## src/hdl/sem_pkg.sv

```systemverilog
// Shared types and constants for the Sobel edge magnitude stream.
`default_nettype none
package sem_pkg;

  localparam int PIX_W      = 8;
  localparam int CFG_ADDR_W = 1;
  localparam int CFG_DATA_W = 16;
  localparam int CFG_WID_W  = 13;
  localparam int CFG_HGT_W  = 16;

  localparam logic [CFG_ADDR_W-1:0] CFG_IDX_WIDTH  = 1'b0;
  localparam logic [CFG_ADDR_W-1:0] CFG_IDX_HEIGHT = 1'b1;

  localparam logic [CFG_WID_W-1:0] WIDTH_RST  = 13'd640;
  localparam logic [CFG_HGT_W-1:0] HEIGHT_RST = 16'd480;

  localparam logic [PIX_W-1:0] MAG_MAX = 8'd255;

  // One line-store word: the previous row and the row before it at one column.
  typedef struct packed {
    logic [PIX_W-1:0] row1;
    logic [PIX_W-1:0] row2;
  } line_pair_t;

endpackage
`default_nettype wire

```

## src/hdl/sem_window.sv

```systemverilog
// 3x3 pixel window with Sobel L1 magnitude of its current contents.
`default_nettype none
module sem_window (
  input  wire logic                       clk,
  input  wire logic                       rst_n,
  input  wire logic                       shift_en,
  input  wire logic [sem_pkg::PIX_W-1:0]  up2,
  input  wire logic [sem_pkg::PIX_W-1:0]  up1,
  input  wire logic [sem_pkg::PIX_W-1:0]  px,
  output logic      [sem_pkg::PIX_W-1:0]  mag
);

  logic [sem_pkg::PIX_W-1:0] win_r [9];
  logic [9:0]  gx_pos;
  logic [9:0]  gx_neg;
  logic [9:0]  gy_pos;
  logic [9:0]  gy_neg;
  logic [9:0]  gx_abs;
  logic [9:0]  gy_abs;
  logic [10:0] sum;

  always_ff @(posedge clk) begin
    if (!rst_n) begin
      for (int i = 0; i < 9; i++) begin
        win_r[i] <= '0;
      end
    end else if (shift_en) begin
      for (int r = 0; r < 3; r++) begin
        win_r[r*3]   <= win_r[r*3+1];
        win_r[r*3+1] <= win_r[r*3+2];
      end
      win_r[2] <= up2;
      win_r[5] <= up1;
      win_r[8] <= px;
    end
  end

  always_comb begin
    gx_pos = {2'b00, win_r[2]} + {1'b0, win_r[5], 1'b0} + {2'b00, win_r[8]};
    gx_neg = {2'b00, win_r[0]} + {1'b0, win_r[3], 1'b0} + {2'b00, win_r[6]};
    gy_pos = {2'b00, win_r[6]} + {1'b0, win_r[7], 1'b0} + {2'b00, win_r[8]};
    gy_neg = {2'b00, win_r[0]} + {1'b0, win_r[1], 1'b0} + {2'b00, win_r[2]};
    gx_abs = (gx_pos >= gx_neg) ? (gx_pos - gx_neg) : (gx_neg - gx_pos);
    gy_abs = (gy_pos >= gy_neg) ? (gy_pos - gy_neg) : (gy_neg - gy_pos);
    sum    = {1'b0, gx_abs} + {1'b0, gy_abs};
    mag    = (sum > {3'b000, sem_pkg::MAG_MAX}) ? sem_pkg::MAG_MAX : sum[7:0];
  end

endmodule
`default_nettype wire

```

## config.mk

```make
export PLATFORM = sky130hd
export DESIGN_NAME = sem_window
export DESIGN_NICKNAME = d
export VERILOG_FILES = /design/src/hdl/sem_pkg.sv /design/src/hdl/sem_window.sv
export SDC_FILE = /design/constraint.sdc
export NUM_CORES = 1
export LEC_CHECK = 0
export ABC_CLOCK_PERIOD_IN_PS = 8000
export BUFFER_PORTS_ARGS = -buffer_cell sky130_fd_sc_hd__buf_2
export CAP_MARGIN = 20
export CORE_MARGIN = 10
export CORE_UTILIZATION = 30
export CTS_BUF_LIST = sky130_fd_sc_hd__clkbuf_2 sky130_fd_sc_hd__clkbuf_4 sky130_fd_sc_hd__clkbuf_8
export DETAILED_ROUTE_END_ITERATION = 12
export PLACE_DENSITY = 0.56
export SLEW_MARGIN = 20
export SYNTH_ARGS = -nofsm -noshare
export SYNTH_HDL_FRONTEND = slang
export SYNTH_SLANG_ARGS = --single-unit
```

## constraint.sdc

```tcl
create_clock -name clk -period 8 [get_ports clk]
set_input_delay 0.8 -clock clk [delete_from_list [all_inputs] [get_ports clk]]
set_output_delay 0.8 -clock clk [all_outputs]
set_load 0.02 [all_outputs]
```

==> run summary <==
status: completed
fin nets: 850
routability cong.: 0.861
Post-Syn Area: 0.00679 sq mm
WP data arrival: 6.82 ns
clock buffer depth: 2
CTS H-tree depth: 3
relative slew slack: 0.362
Max Slew Vio Count: 0
Overall Global Routing Usage: 0.106
Setup crit end kind: primary output
Setup WS pre-CTS: 0.312 ns
std cell rows: 54
Slew @ Worst Pin: 0.957 ns
Port Buf Inserts: 34
worst setup path category: register to primary output
dpl cell area: 0.00724 sq mm
Die X: 170 microns
WL/cell: 15.3 microns
initial antenna violation count: 0
Max-Cap Viols: 0
Core ar.: 0.0220 sq mm
first-pass GRT wire length: 24,800 microns
area share of the largest cell type after synthesis: 0.319
post-route non-filler standard cell count: 987
hold_sp: win_r[4][4]
setup_tns: 0 ns
Synth Instances: 672
reg-to-reg setup timing slack: 6.99 ns
R2R depth: 1
largest net degree at the start of global routing: 74
# DRC: 0
DRT iter0 DRCs: 323
Post-Synth Simple-Gate Area: 0.136
Multi-input gate area: 0.00423 sq mm
P&R area growth vs syn: 10.7%
Fmax: 131 MHz
CTS Sinks: 72
most common cell after layout, fill and taps aside: inv_1
register area: 0.00216 sq mm
Worst Hold End: win_r[3][4]
CP Launch Type: register
number of flip-flops in the largest register: 72
crit-path max FO: 6
fillers: 2,229
sequential area share after synthesis: 0.319
largest family of logic cells by synthesized area: adder cells
Most used DFF post-synth: edfxtp_1
detailed-route via count: 4,734
CTS Buf Count: 9
final number of setup-violating endpoints: 0
Clock transition at path regs: 0.08 ns
Die Y: 170 microns
vias in the first global route: 4,750
most frequent cells in the layout: 88 x inv_1, 84 x ha_1, 75 x and3_1, 72 x edfxtp_1, 43 x a21oi_1
post-route ant nets: 0
Biggest register: win_r
endpoints failing hold: 0
Seq cells post-synth: 72
TritonCTS clock tree: done
count of cell types in the netlist: 49
worst setup margin: 0.381 ns
Pre-antenna DRT Iters: 5
biggest regs: win_r x72
post-synthesis compound-gate area fraction: 0.139
antenna cells: 0
GRT overflow: 0
adder and majority cell fraction of the synthesized area: 0.264
I/O pin count: 35
Clk Latency, worst-skew pair: 0.35 ns
via-per-instance ratio: 4.80
fin crit period: 7.62 ns
Cells after DPL: 965
Root Driver: clkbuf_8
syn_nets: 820
Min-Delay Path Class: register to register
number of synthesized flops with an enable pin: 72
Worst Path Required: 7.20 ns
Worst Skew: 0.0105 ns
leading area contributor after synthesis: edfxtp_1
share of cells above drive strength 1: 0.0990
total wire length: 15,100 microns
Synth Area in XOR/XNOR: 0.0684
Reg-to-Reg End: win_r[1][6]
HPWL after DPL: 11,900 microns
fin area: 0.00751 sq mm
hold depth: 1
die area: 0.0290 sq mm
Syn Area/Cell: 10.1 sq um
Ys Warns: 0
main area contributors after synthesis: edfxtp_1 32%, ha_1 15%, fa_1 11%
Worst R2R Start: win_r[2][6]
Final period util: 0.952
Starting Density: 0.308
mux cell area share after synthesis: 0.00922
FFs w/ async S/R, synth: 0
## kinds of logic (layout without fill, tap and decap cells)
kind of cell,count (synthesis),count (layout)
AO/OA/AOI/OAI,140,140
XOR/XNOR,53,53
adder cells (fa/ha/maj),121,121
buffers and inverters,113,148
flip-flops,72,72
multiplexers,6,6
AND/OR/NAND/NOR,167,167
## stage by stage
stage / hold WS, ns / util
after CTS: 0.559 / 0.338
after detailed placement: 0.545 / 0.329
after global routing: 0.581 / 0.341
final: 0.555 / 0.341
after global placement: 0.538 / 0.329
after floorplan: 0.535 / -
## cells in the mapped netlist (5+ instances only)
library cell  number
nand4_1            5
ha_1              84
fa_1              37
nand2b_1          11
nor2_1            25
nand2_1           21
clkbuf_1          20
a21oi_1           43
xor2_1            24
o21ai_1           10
edfxtp_1          72
inv_1             88
nor2b_1            9
a21o_1            18
xnor2_1           29
o21a_1            14
o21ai_0           18
nor3_1             9
and3_1            75
## layer usage
| layer | routed length, microns | GRT usage | up-vias |
|---|---|---|---|
| met5 | 0 | 0 | - |
| met2 | 6600 | 0.164 | 87 |
| met4 | 153 | 0.0252 | 0 |
| met3 | 508 | 0.0171 | 10 |
| li1 | - | - | 2413 |
| met1 | 7790 | 0.150 | 2224 |
## timing repair
action | in CTS | in global routing
endpoints found under the setup margin | 1 | 8
setup buffers | 0 | 6
gates resized for setup | 1 | 3
hold buffers | 0 | 0
pin swaps | 0 | 2
## final cells by class
type / instances / share of cell area
Clock buffer: 12 / 0.0195
Clock inverter: 4 / 0.00600
Inverter: 88 / 0.0440
Multi-Input combinational cell: 487 / 0.563
Sequential cell: 72 / 0.288
Tap cell: 280 / 0.0466
Timing Repair Buffer: 44 / 0.0327
## critical path, stage by stage (launching register included)
cell	delay, ns
edfxtp_1	0.34
inv_1	0.08
fa_1	0.57
inv_1	0.05
ha_1	0.22
fa_1	0.40
a21o_1	0.18
a21oi_1	0.22
o21bai_1	0.09
a21oi_1	0.22
xor2_1	0.26
ha_1	0.35
nand2_1	0.16
o21ai_1	0.16
o41ai_4	0.33
buf_4	0.19
buf_4	0.14
mux2_1	0.37
fa_1	0.48
a21oi_2	0.19
a2bb2oi_2	0.21
a21oi_1	0.11
a2111o_1	0.39
a221oi_4	0.36
a21bo_1	0.24
buf_2	0.15
## how the worst max path moves through the flow
stage	startpoint	to	slack [ns]
finish	win_r[8][1]	mag[4]	0.38
global route	win_r[8][1]	mag[7]	-0.01
CTS	win_r[8][1]	mag[4]	0.16
detailed placement	win_r[8][1]	mag[4]	0.31
global placement	win_r[8][1]	mag[4]	0.49
floorplan	win_r[8][1]	mag[4]	1.25
Power is left out: the tool's default activity adds up to more than one toggle a clock period on the data nets, which glitch-free logic cannot reach.
